**src/sv/fap_pkg.sv**
```systemverilog
// Shared types, codes, constants and packing helpers for the fire alarm panel sequencer.
`default_nettype none

package fap_pkg;

    // Smoke must persist for this many ticks before the panel goes to alarm.
    localparam int VERIFY_TARGET = 2;
    // Loop trouble codes above this value saturate to it.
    localparam int TROUBLE_MAX = 7;
    // Full-scale verify progress in percent.
    localparam int PCT_FULL = 100;

    localparam int IN_TDATA_W  = 8;
    localparam int OUT_TDATA_W = 24;

    // Panel modes.
    typedef enum logic [2:0] {
        MODE_IDLE     = 3'd0,
        MODE_VERIFY   = 3'd1,
        MODE_TROUBLE  = 3'd2,
        MODE_ALARM    = 3'd3,
        MODE_SILENCED = 3'd4
    } mode_t;

    // Evaluated zone alarm kinds.
    typedef enum logic [1:0] {
        KIND_NONE  = 2'd0,
        KIND_SMOKE = 2'd1,
        KIND_PULL  = 2'd2
    } kind_t;

    // Commands issued to the rest of the panel.
    typedef enum logic [2:0] {
        CMD_MONITOR       = 3'd0,
        CMD_START_VERIFY  = 3'd1,
        CMD_ACTIVATE      = 3'd2,
        CMD_SILENCE       = 3'd3,
        CMD_LATCH_TROUBLE = 3'd4,
        CMD_RESET         = 3'd5
    } cmd_t;

    // One input beat.
    typedef struct packed {
        logic       silence_req;
        logic       reset_req;
        logic [2:0] trouble_code;
        logic [1:0] alarm_kind;
    } fap_item_t;

    // One result beat.
    typedef struct packed {
        logic [6:0] verify_progress;
        logic [2:0] shown_trouble;
        kind_t      shown_alarm;
        cmd_t       panel_command;
        mode_t      panel_state;
    } fap_result_t;

    // Progress lookup indexed by the verify tick count, built at elaboration.
    typedef logic [6:0] pct_lut_t [16];

    function automatic pct_lut_t build_pct_lut();
        pct_lut_t lut;
        int       p;
        for (int i = 0; i < 16; i++) begin
            p = (i * PCT_FULL) / VERIFY_TARGET;
            if (p > PCT_FULL) begin
                p = PCT_FULL;
            end
            lut[i] = 7'(p);
        end
        return lut;
    endfunction

    localparam pct_lut_t PCT_LUT = build_pct_lut();

    // Pull the fields of an input beat out of tdata.
    function automatic fap_item_t unpack_item(logic [IN_TDATA_W-1:0] data);
        fap_item_t item;
        item = data[6:0];
        return item;
    endfunction

    // Pack a result into tdata, zero filled to whole bytes.
    function automatic logic [OUT_TDATA_W-1:0] pack_result(fap_result_t res);
        return {6'd0, res};
    endfunction

    // Recover a result from tdata.
    function automatic fap_result_t unpack_result(logic [OUT_TDATA_W-1:0] data);
        fap_result_t res;
        res = data[17:0];
        return res;
    endfunction

endpackage

`default_nettype wire

```
**src/sv/fap_in_reg.sv**
```systemverilog
// Input register of the panel sequencer: captures one beat from the slave side.
`default_nettype none

module fap_in_reg (
    input  wire logic                          clk,
    input  wire logic                          rst_n,
    input  wire logic                          s_tvalid,
    output logic                               s_tready,
    // Fields from bit 0: alarm_kind[1:0], trouble_code[4:2], reset_req[5],
    // silence_req[6], zero[7].
    input  wire logic [fap_pkg::IN_TDATA_W-1:0] s_tdata,
    input  wire logic                          advance,
    output logic                               item_valid,
    output fap_pkg::fap_item_t                 item
);
    import fap_pkg::*;

    logic      valid_reg;
    fap_item_t item_reg;

    // The register can take a beat when empty or when its content moves on.
    assign s_tready   = !valid_reg || advance;
    assign item_valid = valid_reg;
    assign item       = item_reg;

    // Valid flag.
    always_ff @(posedge clk or negedge rst_n)
    begin
        if (!rst_n)
        begin
            valid_reg <= 1'b0;
        end
        else if (s_tready)
        begin
            valid_reg <= s_tvalid;
        end
    end

    // Payload, loaded on each accepted beat.
    always_ff @(posedge clk)
    begin
        if (s_tvalid && s_tready)
        begin
            item_reg <= unpack_item(s_tdata);
        end
    end

endmodule

`default_nettype wire

```
**src/sv/fap_step.sv**
```systemverilog
// Panel state registers and the single-pass next-state and result logic.
`default_nettype none

module fap_step (
    input  wire logic               clk,
    input  wire logic               rst_n,
    input  wire logic               advance,
    input  wire fap_pkg::fap_item_t item,
    output fap_pkg::fap_result_t    result
);
    import fap_pkg::*;

    mode_t      mode_reg, mode_next;
    kind_t      held_alarm_reg, held_alarm_next;
    logic [2:0] held_trouble_reg, held_trouble_next;
    logic [3:0] verify_ticks_reg, verify_ticks_next;

    kind_t      kind;
    logic [2:0] trb;
    logic [2:0] vis_trb;
    cmd_t       cmd;
    kind_t      shown;
    logic [2:0] shown_trb;
    logic [6:0] progress;

    // Clean up the inputs: the undefined kind reads as none, trouble saturates.
    always_comb
    begin
        if (item.alarm_kind == KIND_SMOKE)
        begin
            kind = KIND_SMOKE;
        end
        else if (item.alarm_kind == KIND_PULL)
        begin
            kind = KIND_PULL;
        end
        else
        begin
            kind = KIND_NONE;
        end
        if (32'(item.trouble_code) > TROUBLE_MAX)
        begin
            trb = TROUBLE_MAX[2:0];
        end
        else
        begin
            trb = item.trouble_code;
        end
        vis_trb = (trb != 3'd0) ? trb : held_trouble_reg;
    end

    // Next state and the command of this tick.
    always_comb
    begin
        mode_next         = mode_reg;
        held_alarm_next   = held_alarm_reg;
        held_trouble_next = held_trouble_reg;
        verify_ticks_next = verify_ticks_reg;
        cmd               = CMD_MONITOR;
        shown             = KIND_NONE;
        shown_trb         = 3'd0;

        case (mode_reg)
            MODE_ALARM, MODE_SILENCED:
            begin
                if (kind == KIND_PULL)
                begin
                    held_alarm_next = KIND_PULL;
                end
                if (trb != 3'd0)
                begin
                    held_trouble_next = trb;
                end
                if (item.reset_req && kind == KIND_NONE)
                begin
                    // Reset clears the alarm; open trouble keeps the panel in trouble.
                    held_alarm_next   = KIND_NONE;
                    verify_ticks_next = 4'd0;
                    if (trb == 3'd0)
                    begin
                        held_trouble_next = 3'd0;
                        mode_next         = MODE_IDLE;
                        cmd               = CMD_RESET;
                    end
                    else
                    begin
                        mode_next = MODE_TROUBLE;
                        cmd       = CMD_LATCH_TROUBLE;
                        shown_trb = trb;
                    end
                end
                else if (mode_reg == MODE_SILENCED && kind == KIND_PULL &&
                         held_alarm_reg != KIND_PULL)
                begin
                    // A new manual pull while silenced sounds the NACs again.
                    mode_next = MODE_ALARM;
                    cmd       = CMD_ACTIVATE;
                    shown     = KIND_PULL;
                    shown_trb = vis_trb;
                end
                else if (mode_reg == MODE_ALARM && item.silence_req)
                begin
                    mode_next = MODE_SILENCED;
                    cmd       = CMD_SILENCE;
                    shown     = held_alarm_next;
                    shown_trb = vis_trb;
                end
                else
                begin
                    cmd       = (mode_reg == MODE_ALARM) ? CMD_ACTIVATE : CMD_SILENCE;
                    shown     = held_alarm_next;
                    shown_trb = vis_trb;
                end
            end
            MODE_IDLE, MODE_VERIFY, MODE_TROUBLE:
            begin
                if (kind == KIND_PULL)
                begin
                    // A manual pull alarms at once from any quiet mode.
                    mode_next         = MODE_ALARM;
                    held_alarm_next   = KIND_PULL;
                    held_trouble_next = vis_trb;
                    verify_ticks_next = 4'd0;
                    cmd               = CMD_ACTIVATE;
                    shown             = KIND_PULL;
                    shown_trb         = vis_trb;
                end
                else if (mode_reg == MODE_TROUBLE)
                begin
                    if (trb != 3'd0)
                    begin
                        held_trouble_next = trb;
                    end
                    if (item.reset_req && trb == 3'd0)
                    begin
                        mode_next         = MODE_IDLE;
                        held_trouble_next = 3'd0;
                        verify_ticks_next = 4'd0;
                        cmd               = CMD_RESET;
                    end
                    else
                    begin
                        cmd       = CMD_LATCH_TROUBLE;
                        shown_trb = (trb != 3'd0) ? trb : held_trouble_reg;
                    end
                end
                else if (trb != 3'd0)
                begin
                    mode_next         = MODE_TROUBLE;
                    held_trouble_next = trb;
                    verify_ticks_next = 4'd0;
                    cmd               = CMD_LATCH_TROUBLE;
                    shown_trb         = trb;
                end
                else if (mode_reg == MODE_IDLE)
                begin
                    if (kind == KIND_SMOKE)
                    begin
                        mode_next         = MODE_VERIFY;
                        verify_ticks_next = 4'd1;
                        cmd               = CMD_START_VERIFY;
                        shown             = KIND_SMOKE;
                    end
                end
                else if (kind != KIND_SMOKE)
                begin
                    // Smoke cleared before it was verified.
                    mode_next         = MODE_IDLE;
                    verify_ticks_next = 4'd0;
                end
                else if (({1'b0, verify_ticks_reg} + 5'd1) >= 5'(VERIFY_TARGET))
                begin
                    // Smoke persisted long enough.
                    mode_next         = MODE_ALARM;
                    held_alarm_next   = KIND_SMOKE;
                    verify_ticks_next = 4'd0;
                    cmd               = CMD_ACTIVATE;
                    shown             = KIND_SMOKE;
                    shown_trb         = held_trouble_reg;
                end
                else
                begin
                    verify_ticks_next = verify_ticks_reg + 4'd1;
                    cmd               = CMD_START_VERIFY;
                    shown             = KIND_SMOKE;
                end
            end
            default:
            begin
                cmd = CMD_MONITOR;
            end
        endcase
    end

    // Progress follows the mode and tick count after this tick.
    always_comb
    begin
        if (mode_next == MODE_VERIFY)
        begin
            progress = PCT_LUT[verify_ticks_next];
        end
        else if ((mode_next == MODE_ALARM || mode_next == MODE_SILENCED) &&
                 shown == KIND_SMOKE)
        begin
            progress = 7'(PCT_FULL);
        end
        else
        begin
            progress = 7'd0;
        end
    end

    assign result.panel_state     = mode_next;
    assign result.panel_command   = cmd;
    assign result.shown_alarm     = shown;
    assign result.shown_trouble   = shown_trb;
    assign result.verify_progress = progress;

    // Panel state, updated once per beat that moves to the result register.
    always_ff @(posedge clk or negedge rst_n)
    begin
        if (!rst_n)
        begin
            mode_reg         <= MODE_IDLE;
            held_alarm_reg   <= KIND_NONE;
            held_trouble_reg <= 3'd0;
            verify_ticks_reg <= 4'd0;
        end
        else if (advance)
        begin
            mode_reg         <= mode_next;
            held_alarm_reg   <= held_alarm_next;
            held_trouble_reg <= held_trouble_next;
            verify_ticks_reg <= verify_ticks_next;
        end
    end

endmodule

`default_nettype wire

```
**src/sv/fap_out_reg.sv**
```systemverilog
// Result register of the panel sequencer: holds one beat for the master side.
`default_nettype none

module fap_out_reg (
    input  wire logic                           clk,
    input  wire logic                           rst_n,
    input  wire logic                           load,
    input  wire fap_pkg::fap_result_t           result,
    output logic                                m_tvalid,
    input  wire logic                           m_tready,
    // Fields from bit 0: panel_state[2:0], panel_command[5:3], shown_alarm[7:6],
    // shown_trouble[10:8], verify_progress[17:11], zero[23:18].
    output logic [fap_pkg::OUT_TDATA_W-1:0]     m_tdata
);
    import fap_pkg::*;

    logic                   valid_reg;
    logic [OUT_TDATA_W-1:0] data_reg;

    assign m_tvalid = valid_reg;
    assign m_tdata  = data_reg;

    // Valid flag: set on load, cleared when the beat is taken.
    always_ff @(posedge clk or negedge rst_n)
    begin
        if (!rst_n)
        begin
            valid_reg <= 1'b0;
        end
        else if (load)
        begin
            valid_reg <= 1'b1;
        end
        else if (m_tready)
        begin
            valid_reg <= 1'b0;
        end
    end

    // Payload.
    always_ff @(posedge clk)
    begin
        if (load)
        begin
            data_reg <= pack_result(result);
        end
    end

endmodule

`default_nettype wire

```
**src/sv/fire_alarm_panel_sequencer_unit.sv**
```systemverilog
// Top level of the fire alarm panel sequencer.
//
// Each slave beat carries one evaluated loop condition: the zone alarm kind,
// the loop trouble code and the operator reset and silence requests. Each
// beat yields exactly one master beat with the panel state, the command,
// the shown alarm and trouble, and the smoke verify progress in percent.
//
// A beat is registered on input, stepped through the panel state logic and
// registered again on output, where its result waits on the master side until
// it is taken. One beat is taken per cycle while the master side takes
// results; the state update is a single short pass, so consecutive beats
// follow each other without gaps.
//
// When the receiver stalls, the result register holds its beat and the
// input register can still take one more beat; further beats wait.
// Reset (rst_n low) empties both registers and returns the panel to idle
// with no latched alarm or trouble and the verify count at zero.
`default_nettype none

module fire_alarm_panel_sequencer_unit (
    input  wire logic                           clk,
    input  wire logic                           rst_n,
    input  wire logic                           s_tvalid,
    output logic                                s_tready,
    // Fields from bit 0: alarm_kind[1:0], trouble_code[4:2], reset_req[5],
    // silence_req[6], zero[7].
    input  wire logic [fap_pkg::IN_TDATA_W-1:0] s_tdata,
    output logic                                m_tvalid,
    input  wire logic                           m_tready,
    // Fields from bit 0: panel_state[2:0], panel_command[5:3], shown_alarm[7:6],
    // shown_trouble[10:8], verify_progress[17:11], zero[23:18].
    output logic [fap_pkg::OUT_TDATA_W-1:0]     m_tdata
);
    import fap_pkg::*;

    logic        item_valid;
    logic        advance;
    fap_item_t   item;
    fap_result_t result;
    fap_result_t out_res;

    // A held beat moves on when the result register is empty or being drained.
    assign advance = item_valid && (!m_tvalid || m_tready);
    assign out_res = unpack_result(m_tdata);

    fap_in_reg u_in_reg (
        .clk        (clk),
        .rst_n      (rst_n),
        .s_tvalid   (s_tvalid),
        .s_tready   (s_tready),
        .s_tdata    (s_tdata),
        .advance    (advance),
        .item_valid (item_valid),
        .item       (item)
    );

    fap_step u_step (
        .clk     (clk),
        .rst_n   (rst_n),
        .advance (advance),
        .item    (item),
        .result  (result)
    );

    fap_out_reg u_out_reg (
        .clk      (clk),
        .rst_n    (rst_n),
        .load     (advance),
        .result   (result),
        .m_tvalid (m_tvalid),
        .m_tready (m_tready),
        .m_tdata  (m_tdata)
    );

`ifndef SYNTHESIS
    // A beat that leaves the input register shows up as a result next cycle.
    a_advance_loads: assert property (@(posedge clk) disable iff (!rst_n)
        advance |=> m_tvalid)
        else $error("stepped beat did not reach the result register");

    // The verify state is only ever reported with the start verify command.
    a_verify_cmd: assert property (@(posedge clk) disable iff (!rst_n)
        (m_tvalid && out_res.panel_state == MODE_VERIFY) |->
        out_res.panel_command == CMD_START_VERIFY)
        else $error("verify state without start verify command");

    // A reset command leaves the panel idle with nothing shown.
    a_reset_clean: assert property (@(posedge clk) disable iff (!rst_n)
        (m_tvalid && out_res.panel_command == CMD_RESET) |->
        (out_res.panel_state == MODE_IDLE && out_res.shown_trouble == 3'd0 &&
         out_res.shown_alarm == KIND_NONE))
        else $error("reset command with state or indications left");

    // Progress never exceeds full scale.
    a_progress_range: assert property (@(posedge clk) disable iff (!rst_n)
        m_tvalid |-> out_res.verify_progress <= 7'(PCT_FULL))
        else $error("verify progress above full scale");
`endif

endmodule

`default_nettype wire

```
**config.mk**
```make
export PLATFORM = sky130hd
export DESIGN_NAME = fire_alarm_panel_sequencer_unit
export DESIGN_NICKNAME = d
export VERILOG_FILES = /design/src/sv/fap_pkg.sv /design/src/sv/fap_in_reg.sv /design/src/sv/fap_step.sv /design/src/sv/fap_out_reg.sv /design/src/sv/fire_alarm_panel_sequencer_unit.sv
export SDC_FILE = /design/constraint.sdc
export NUM_CORES = 1
export LEC_CHECK = 0
export BUFFER_PORTS_ARGS = -buffer_cell sky130_fd_sc_hd__clkbuf_2
export CAP_MARGIN = 20
export CORE_AREA = 4 4 69 71
export DETAILED_ROUTE_END_ITERATION = 16
export DIE_AREA = 0 0 73 75
export GPL_ROUTABILITY_DRIVEN = 0
export PLACE_DENSITY = 0.72
export SKIP_LAST_GASP = 1
export SLEW_MARGIN = 10
export SYNTH_ARGS = -nofsm -noshare
export SYNTH_HDL_FRONTEND = slang
export SYNTH_SLANG_ARGS = --single-unit
```
**constraint.sdc**
```tcl
create_clock -name clk -period 2.8 [get_ports clk]
set_input_delay 0.42 -clock clk [delete_from_list [all_inputs] [get_ports clk]]
set_output_delay 0.42 -clock clk [all_outputs]
set_load 0.01 [all_outputs]
```
==> impl_results.md, run 1 <==
- Final setup vio count: 0
- 1st-iter DRT viols: 185
- #FFs+latches synth: 35
- Met1 GRT Util: 0.226
- Ys flop type: edfxtp_1
- Die ar.: 5480 um^2
- Nets@finish: 255
- Max capacitance violation total: 0
- Global Route met3 Usage: 0.0414
- Pwr/cell area: slightly below 900 nW/um^2
- Reg-to-Reg End: u_out_reg.m_tdata[3]
- ANT cells: 0
- Initial Util: 0.478
- Fmax achieved: ~0.45 GHz
- Worst slew margin: 0.516
- CTS tree: done
- Die height: approximately 75 um
- Setup bufs post-CTS: 0
- Async SR Flop Fraction: 0.400
- Via Count: roughly 1700
- Worst R2R Path Depth: 5
- Worst-margin pin slew: 0.727 ns
- DR WL/cell: around 14 um
- Vias per Instance: 5.73
- Detailed placer's ending HPWL: 3.03 mm
- Total Wirelength: about 4.1 mm
- Crit path max-delay cell type: dfrtp_1
- Hold_ws: 0.0410 ns
- Crit end category: flip-flop
- Critical path's top delay family: simple AND/OR/NAND/NOR gates
- Setup CP Type: flip-flop to flip-flop
- Worst clock skew: 0.00604 ns
- Router iterations before antenna repair: 7
- EDFF count, synth: 21
- WP data arrival: between 2 and 2.5 ns
- Status: finished clean
- Largest fanout on the critical path: 23
- Share of layout cells above drive strength 1: 0.183
- Leakage: ~0.95 nW
- First-pass GRT wire length: a little under 7 mm
- Row count: 24
- Total Routing Usage GR: 0.166
- Fin. max-slew vios: 0
- CTS root buf: clkbuf_8
- GR Layer Usage met2: 0.250
- Sequential cell area fraction in the yosys report: 0.485
- Largest net degree at the start of global routing: 24
- Worst-Skew Late Latency: between 0.2 and 0.3 ns
- Buffers on Ports: 28
- Clock buffer depth: 2
- Final Critical Period: between 2 and 2.5 ns
- Total clock sinks: 35
- Final hold viol count: 0
- Die width: between 70 and 80 um
- Global route hottest layer: met2
- Initial antenna violation count: 0
- Register clock-pin slew on the reported worst setup and hold paths: around 0.070 ns
- Cell Area, Synth: 2020 um^2
- Total CTS buffers: 5
- Fin crit share: 0.798
- Count of cell types in the netlist: 50
- Mapped Cells: 211
- Core Area: around 4200 um^2
- WP buf/inv: 0
- Number of global-route vias before repair: 1424
- Routed Antenna Nets: 0
- # DRC: 0
- Fin Setup TNS: 0 ns
- Hold-fix buffers at CTS: 0
- Area Overhead vs Synth: 11.1%
- Post-cts repair resize count: 0
- Avg Cell Area, Syn: about 9.6 um^2
- RSZ-0062 raised after global routing: no
- Hold crit path type: input pin to asynchronous set/reset pin
- H-tree depth: 2
- IO Pins: 38
- Crit path cell chain: nand2_1 > nor2_1 > a22oi_1 > or3_1 > o311ai_0
- R2R Setup Slk: approximately 0.57 ns
- Yosys warns: 0
- FF-to-FF Start: u_step.mode_reg[1]
- Post-layout util: 0.530
- WP data required: 2.85 ns
- Worst vdd ir: between 0.3 and 0.4 mV
- Startpoint Class: flip-flop
- Remaining Overflow, GRT: 0
- Worst path max stage delay: about 0.81 ns
- Largest register FFs: 14
==> cells in the final DEF (no fill, tap or decap), types with 2 or more instances in the layout <==
master and count:
a21oi_1 16, a22oi_1 2, a31oi_1 3, and2_1 7
buf_4 2, clkbuf_1 3, clkbuf_2 28, clkbuf_8 5
conb_1 8, dfrtp_1 14, edfxtp_1 21, ha_1 4
inv_1 7, nand2_1 27, nand2b_1 5, nor2_1 26
nor2b_1 2, nor3_1 5, nor3b_1 2, o211ai_1 2
o21ai_0 5, o21ai_1 8, o21bai_1 2, o22ai_1 4
o2bb2ai_1 3, o31ai_1 3, or3_1 3
==> cell families (layout without fill, tap and decap cells) <==
family | after synthesis | in the layout | synth area share
AO/OA/AOI/OAI | 59 | 59 | 0.202
adder cells (fa/ha/maj) | 4 | 4 | 0.0248
buffers and inverters | 24 | 46 | 0.0656
flip-flops | 35 | 35 | 0.485
multiplexers | 1 | 1 | 0.00495
other | 1 | 8 | 0.00185
AND/OR/NAND/NOR | 87 | 87 | 0.216
==> worst max path at each step <==
stage | end | from | depth (start not counted)
final | u_out_reg.m_tdata[3] | u_step.mode_reg[1] | 5
after detailed placement | u_out_reg.m_tdata[4] | u_in_reg.item[4] | 6
after CTS | u_out_reg.m_tdata[3] | u_step.mode_reg[1] | 5
after global routing | u_out_reg.m_tdata[3] | u_step.mode_reg[1] | 5
after floorplan | u_out_reg.m_tdata[4] | u_in_reg.item[4] | 6
after global placement | u_out_reg.m_tdata[4] | u_in_reg.item[4] | 6
==> final cells by class <==
| class | count | area [um^2] |
|---|---|---|
| multi-input combinational | 159 | 935 |
| timing repair buffer | 30 | 155 |
| tap | 52 | 65.1 |
| fill | 388 | 1990 |
| sequential | 35 | 981 |
| clock buffer | 8 | 80.1 |
| inverter | 8 | 30.0 |
==> cells in the mapped netlist (all sizes together) (2+ instances only) <==
master | number | area, um^2
nor2b | 2 | 12.5
dfrtp | 14 | 350
a31oi | 3 | 18.8
o21ai | 14 | 73.8
nor3b | 3 | 27.5
o21bai | 2 | 15.0
or3 | 3 | 18.8
o22ai | 4 | 25.0
buf | 15 | 98.8
nand2 | 28 | 108
nand2b | 5 | 31.3
nor2 | 26 | 97.6
ha | 4 | 50.1
a21oi | 16 | 80.1
nor3 | 6 | 35.0
edfxtp | 21 | 631
o31ai | 3 | 22.5
a22oi | 2 | 15.0
o211ai | 2 | 15.0
and2 | 8 | 50.1
inv | 8 | 30.0
o2bb2ai | 3 | 26.3
==> power breakdown <==
part / switching (mW) / internal (mW) / leakage, nW
logic: 0.501 / 0.322 / 0.536
registers: 0.110 / 0.705 / 0.377
clock network: 0.162 / 0.176 / 0.0395
total: 0.773 / 1.20 / 0.953
==> stage by stage <==
stage	setup slack (ns)	instances	instance area (um^2)	power, mW
2_1_floorplan	0.829	218	2050	1.43
5_1_grt	0.369	292	2250	2.12
3_3_place_gp	0.633	284	2170	1.62
4_1_cts	0.622	292	2250	1.98
3_5_place_dp	0.625	284	2170	1.63
6_report	0.565	292	2250	1.98
==> per-layer routing <==
metal | share of wire | routed length (um)
met5 | 0 | 0
met4 | 0.027 | 110
met3 | 0.095 | 394
met2 | 0.45 | 1870
met1 | 0.43 | 1760
Power figures use the tool's default switching activity.
==> run 2: changes to the inputs <==
Clock period 2.8 ns to 2.15 ns, I/O delays scaled along.
==> run 2 against run 1 <==
Effect of this change:
- worst hold slack improved by 0.17 ns
- clock skew decreased by 0.0020 ns
- largest cell class unchanged
- critical endpoint is now u_out_reg.m_tdata[16]
- routed wire length is 9.7% higher
==> impl_results.md, run 2 (synthesized netlist as in run 1, its figures left out) <==
- Status: finished clean
- Final hold viol count: 0 (unchanged)
- Startpoint Class: flip-flop
- Clock buffer depth: 2 (unchanged)
- Share of layout cells above drive strength 1: 0.248 (+0.0647)
- Detailed placer's ending HPWL: 3.47 mm (+15%)
- Via Count: 1672 (-0.060%)
- Place WS: 0.118 ns (-0.507 ns)
- Worst slew margin: 0.662 (+0.147)
- Worst-Skew Late Latency: 0.29 ns (about the same)
- Worst setup margin: 0.113 ns (-0.452 ns)
- Largest net degree at the start of global routing: 20 (-17%)
- Pwr/cell area: 1130 nW/um^2 (+29%)
- Final Critical Period: 2.04 ns (-0.198 ns)
- CTS root buf: clkbuf_8
- Largest fanout on the critical path: 4 (-83%)
- Most frequent cells in the layout: clkbuf_2 (28), nand2_1 (27), nor2_1 (26), edfxtp_1 (21), buf_4 (19)
- First-pass GRT wire length: 7.73 mm (+13%)
- Fin. max-slew vios: 0 (unchanged)
- IO Pins: 38 (unchanged)
- Total Routing Usage GR: 0.189 (+0.0231)
- Die ar.: 5480 um^2 (unchanged)
- Top Metal Used: met4
- Fmax achieved: 0.491 GHz (+9.7%)
- RSZ-0062 raised after global routing: no
- H-tree depth: 2 (unchanged)
- Total Wirelength: 4.54 mm (+9.7%)
- Total clock sinks: 35 (unchanged)
- DR WL met3: 244 um (-38%)
- Setup CP Type: flip-flop to flip-flop
- Fin crit share: 0.947 (+0.149)
- Number of global-route vias before repair: 1583 (+11%)
- Crit path max-delay cell type: or4b_4
- Buffers on Ports: 28 (unchanged)
- Initial Util: 0.478 (unchanged)
- WP data required: 2.19 ns (-0.66 ns)
- Final setup vio count: 0 (unchanged)
- Area Overhead vs Synth: 19.1%
- Crit end category: flip-flop
- Row count: 24 (unchanged)
- Initial antenna violation count: 0 (unchanged)
- Hold crit path type: input pin to flip-flop
- Wire length on met2: 2.22 mm (+19%)
- DR WL/cell: 14.7 um (+3.4%)
- CTS tree: done
- Core Area: 4230 um^2 (unchanged)
- Worst clock skew: 0.00402 ns (-0.00202 ns)
- Max capacitance violation total: 0 (unchanged)
- Total CTS buffers: 5 (unchanged)
- Worst path max stage delay: 0.59 ns (-0.22 ns)
- Worst-margin pin slew: 0.502 ns (-0.225 ns)
- Die height: 75 um (unchanged)
- Nets@finish: 273 (+7.1%)
- Register clock-pin slew on the reported worst setup and hold paths: 0.07 ns (about the same)
- Crit path cell chain: or4b_4 > nor2_1 > nor3b_1 > o22ai_1 > a21oi_1
- Router iterations before antenna repair: 4 (-3)
- Routed Antenna Nets: 0 (unchanged)
- Met1 Wirelength: 1.94 mm (+10%)
- Largest register FFs: 14 (unchanged)
- Remaining Overflow, GRT: 0 (unchanged)
- 1st-iter DRT viols: 184 (-0.54%)
- ANT cells: 0 (unchanged)
- Worst vdd ir: 0.523 mV (+38%)
- Vias per Instance: 5.39 (-5.9%)
- WP data arrival: 2.07 ns (-0.22 ns)
- Commonest non-fill, non-tap cell in the layout: clkbuf_2
- Die width: 73 um (unchanged)
- Fin Setup TNS: 0 ns (unchanged)
- Leakage: 1.05 nW (+9.9%)
- # DRC: 0 (unchanged)
==> run 2: area by class of cell <==
| cell class | count | area (um^2) |
|---|---|---|
| tap | 52 | 65.1 |
| fill | 371 | 1830 |
| sequential | 35 | 981 |
| multi-input combinational | 159 | 948 |
| clock buffer | 7 | 86.3 |
| clock inverter | 1 | 3.75 |
| timing repair buffer | 48 | 293 |
| inverter | 8 | 30.0 |
==> run 2: layer usage <==
metal,up-vias,track usage
li1,834,-
met1,772,0.251
met2,52,0.288
met3,14,0.0521
met4,0,0.0861
met5,-,0
==> run 2: stage by stage <==
step,power (mW),hold WS [ns],area (um^2),std cells,utilization
2_1_floorplan,1.87,0.0269,2050,218,-
3_3_place_gp,2.21,0.263,2290,301,0.542
3_5_place_dp,2.24,0.274,2290,301,0.542
4_1_cts,2.73,0.203,2390,310,0.565
5_1_grt,2.94,0.196,2410,310,0.569
6_report,2.72,0.207,2410,310,0.569
==> run 2: power breakdown <==
part / leakage [nW] / internal (mW) / switching (mW) / total [mW]
logic: 0.624 / 0.499 / 0.722 / 1.22
clock network: 0.0459 / 0.256 / 0.224 / 0.480
registers: 0.377 / 0.918 / 0.106 / 1.02
total: 1.05 / 1.67 / 1.05 / 2.72
==> run 2: worst paths after layout <==
path | start | endpoint | cells after the start | slack (ns)
worst max-delay path | u_in_reg.item[4] | u_out_reg.m_tdata[16] | 5 | 0.11
max in group asynchronous | rst_n | u_in_reg.item_valid | 2 | 1.36
min in group asynchronous | rst_n | u_step.mode_reg[2] | 2 | 0.49
worst max register to register | u_in_reg.item[4] | u_out_reg.m_tdata[16] | 5 | 0.11
worst min-delay path | s_tdata[2] | u_in_reg.item[2] | 1 | 0.21
worst min register to register | u_in_reg.item_valid | u_out_reg.m_tvalid | 1 | 0.50
==> run 2: worst max-delay path: cells and delay by family (launching register included) <==
family             cells  cell delay, ns
DFF                    1            0.42
AOI/OAI and AO/OA      2            0.37
and+or+nand+nor        3            1.00
==> run 2: what timing repair did <==
| action | 4_1_cts | 5_1_grt |
|---|---|---|
| endpoints found under the setup margin | 0 | 4 |
| hold buffers | 1 | 0 |
| hold endpoints to repair | 14 | 0 |
| buffers inserted | 0 | 0 |
| resized for setup | 0 | 3 |
==> run 3: changes to the inputs <==
Settings changed: CORE_AREA 4 4 69 71 to 2 2 67 69, DIE_AREA 0 0 73 75 to 0 0 69 71, GPL_TIMING_DRIVEN from default to 0.
==> run 3 against run 2 <==
Effect of this change:
- design area grew 0.62%
- critical path type unchanged
- first-iteration DRC count grew 2.2%
- clock skew up 0.0011 ns
- routed wire length decreased by 2.7%
- maximum frequency decreased by 0.88%
- sequential share of layout area shrank 0.25 points
- final cell count increased by 1.6%
- clock power decreased by 7.1%
- utilization increased by 0.76 points
- critical path depth grew 1
==> impl_results.md, run 3 (synthesized netlist as in run 1, its figures left out) <==
- RSZ-0062 raised after global routing: no
- Worst clock skew: 0.00511 ns (+0.00109 ns)
- Most frequent cells in the layout: clkbuf_2 (29), nor2_1 (26), nand2_1 (26), edfxtp_1 (21), buf_4 (18)
- Vias per Instance: 5.47 (+1.4%)
- Register clock-pin slew on the reported worst setup and hold paths: 0.06 ns (about the same)
- DR WL/cell: 14.0 um (-4.2%)
- Clock buffer depth: 2 (unchanged)
- Commonest non-fill, non-tap cell in the layout: clkbuf_2
- 1st-iter DRT viols: 188 (+2.2%)
- WP data arrival: 2.09 ns (+0.02 ns)
- R2R Setup Slk: 0.09 ns (-0.02 ns)
- WP data required: 2.18 ns (about the same)
- IO Pins: 38 (unchanged)
- ANT cells: 0 (unchanged)
- Status: finished clean
- Detailed placer's ending HPWL: 3.16 mm (-8.9%)
- Crit path cell chain: or4b_4 > o21ai_2 > a21oi_1 > a21boi_4 > a2111oi_4 > o21ai_1
- Total CTS buffers: 5 (unchanged)
- Router iterations before antenna repair: 4 (unchanged)
- Total Routing Usage GR: 0.188 (-0.000591)
- Worst R2R Path Depth: 6 (+1)
- Initial Util: 0.481 (+0.00341)
- CTS tree: done
- Row count: 24 (unchanged)
- Number of global-route vias before repair: 1574 (-0.57%)
- Worst vdd ir: 0.423 mV (-19%)
- Worst slew margin: 0.645 (-0.0176)
- Max capacitance violation total: 0 (unchanged)
- Final Critical Period: 2.06 ns (+0.0182 ns)
- Setup CP Type: flip-flop to flip-flop
- Die width: 69 um (-5.5%)
- H-tree depth: 2 (unchanged)
- Routed Antenna Nets: 0 (unchanged)
- Worst path max stage delay: 0.58 ns (about the same)
- Via Count: 1722 (+3.0%)
- Largest net degree at the start of global routing: 18 (-10%)
- Buffers on Ports: 28 (unchanged)
- Initial antenna violation count: 0 (unchanged)
- Crit end category: flip-flop
- Fin. max-slew vios: 0 (unchanged)
- Total Wirelength: 4.42 mm (-2.7%)
- Fin crit share: 0.956 (+0.00845)
- Worst-margin pin slew: 0.528 ns (+0.0261 ns)
- CTS root buf: clkbuf_8
- First-pass GRT wire length: 7.31 mm (-5.4%)
- Final Power: 2.67 mW (-2.2%)
- Die height: 71 um (-5.3%)
- Largest register FFs: 14 (unchanged)
- Pwr/cell area: 1100 nW/um^2 (-2.8%)
- Hold depth: 1 (unchanged)
- Die ar.: 4900 um^2 (-11%)
- Fin Setup TNS: 0 ns (unchanged)
- Core Area: 4200 um^2 (-0.71%)
- Leakage: 1.06 nW (+1.1%)
- Reg-to-Reg End: u_out_reg.m_tdata[4]
- # DRC: 0 (unchanged)
- Worst-Skew Late Latency: 0.29 ns (about the same)
- Hold crit path type: input pin to flip-flop
- Share of layout cells above drive strength 1: 0.259 (+0.0105)
- Area Overhead vs Synth: 19.8%
- FF-to-FF Start: u_in_reg.item[3]
- Worst hold start: s_tdata[5]
- Hold path endpoint: u_in_reg.item[5]
- Largest fanout on the critical path: 5 (+1)
- Total clock sinks: 35 (unchanged)
- Remaining Overflow, GRT: 0 (unchanged)
- Fill cells: 385 (+3.8%)
- Final hold viol count: 0 (unchanged)
- Final setup vio count: 0 (unchanged)
- Nets@finish: 278 (+1.8%)
- Startpoint Class: flip-flop
- Crit path max-delay cell type: or4b_4
- Fmax achieved: 0.487 GHz (-0.88%)
## run 3: layout make-up
type | instances | area, um^2 | share of cell area
inverter | 8 | 33.8 | 0.0139
tap | 52 | 65.1 | 0.0269
timing repair buffer | 37 | 210 | 0.0868
clock buffer | 8 | 80.1 | 0.0331
buffer | 16 | 104 | 0.0429
sequential | 35 | 981 | 0.405
multi-input combinational | 159 | 948 | 0.392
## run 3: metal layers
layer	track usage	up-vias	routed length, um
met3	0.0513	11	350
met2	0.295	86	2060
met4	0.0828	0	93
met1	0.247	784	1920
met5	0	-	0
li1	-	841	-
## run 3: repair_timing
item                                   in CTS  in global routing
hold buffers                                1                  0
setup endpoints to repair                   1                 10
resized for setup                           1                  5
setup buffers                               0                  8
pin swaps                                   0                  2
cloned                                      0                  0
endpoints found under the hold margin      14                  0
## run 3: critical path: cells and delay by family, from the launching register on
| kind | cells | cell delay (ns) |
|---|---|---|
| AOI/OAI and AO/OA | 5 | 0.76 |
| DFF | 1 | 0.46 |
| and+or+nand+nor | 1 | 0.58 |
## run 3: through the flow
step / utilization / area (um^2) / hold slack, ns / setup slack [ns] / cells
2_1_floorplan: - / 2050 / 0.0269 / 0.179 / 218
3_3_place_gp: 0.536 / 2250 / 0.266 / 0.0187 / 298
3_5_place_dp: 0.536 / 2250 / 0.277 / -0.0537 / 298
4_1_cts: 0.558 / 2350 / 0.204 / 0.000751 / 307
5_1_grt: 0.576 / 2420 / 0.203 / 0.00348 / 315
6_report: 0.576 / 2420 / 0.210 / 0.0950 / 315
## run 3: worst max-delay path by stage
stage,slack (ns),end,from
5_1_grt,0.003,u_out_reg.m_tdata[4],u_in_reg.item[3]
6_report,0.09,u_out_reg.m_tdata[4],u_in_reg.item[3]
2_1_floorplan,0.18,u_out_reg.m_tdata[4],u_in_reg.item[4]
3_5_place_dp,-0.05,u_step.held_alarm_reg[0],m_tready
3_3_place_gp,0.02,u_out_reg.m_tdata[4],u_in_reg.item[4]
4_1_cts,0.0008,u_out_reg.m_tdata[4],u_in_reg.item[4]
## run 3: power breakdown
part	internal [mW]	switching [mW]	total, mW
clock	0.230	0.216	0.446
combinational	0.460	0.758	1.22
sequential	0.919	0.0824	1.00
total	1.61	1.06	2.67
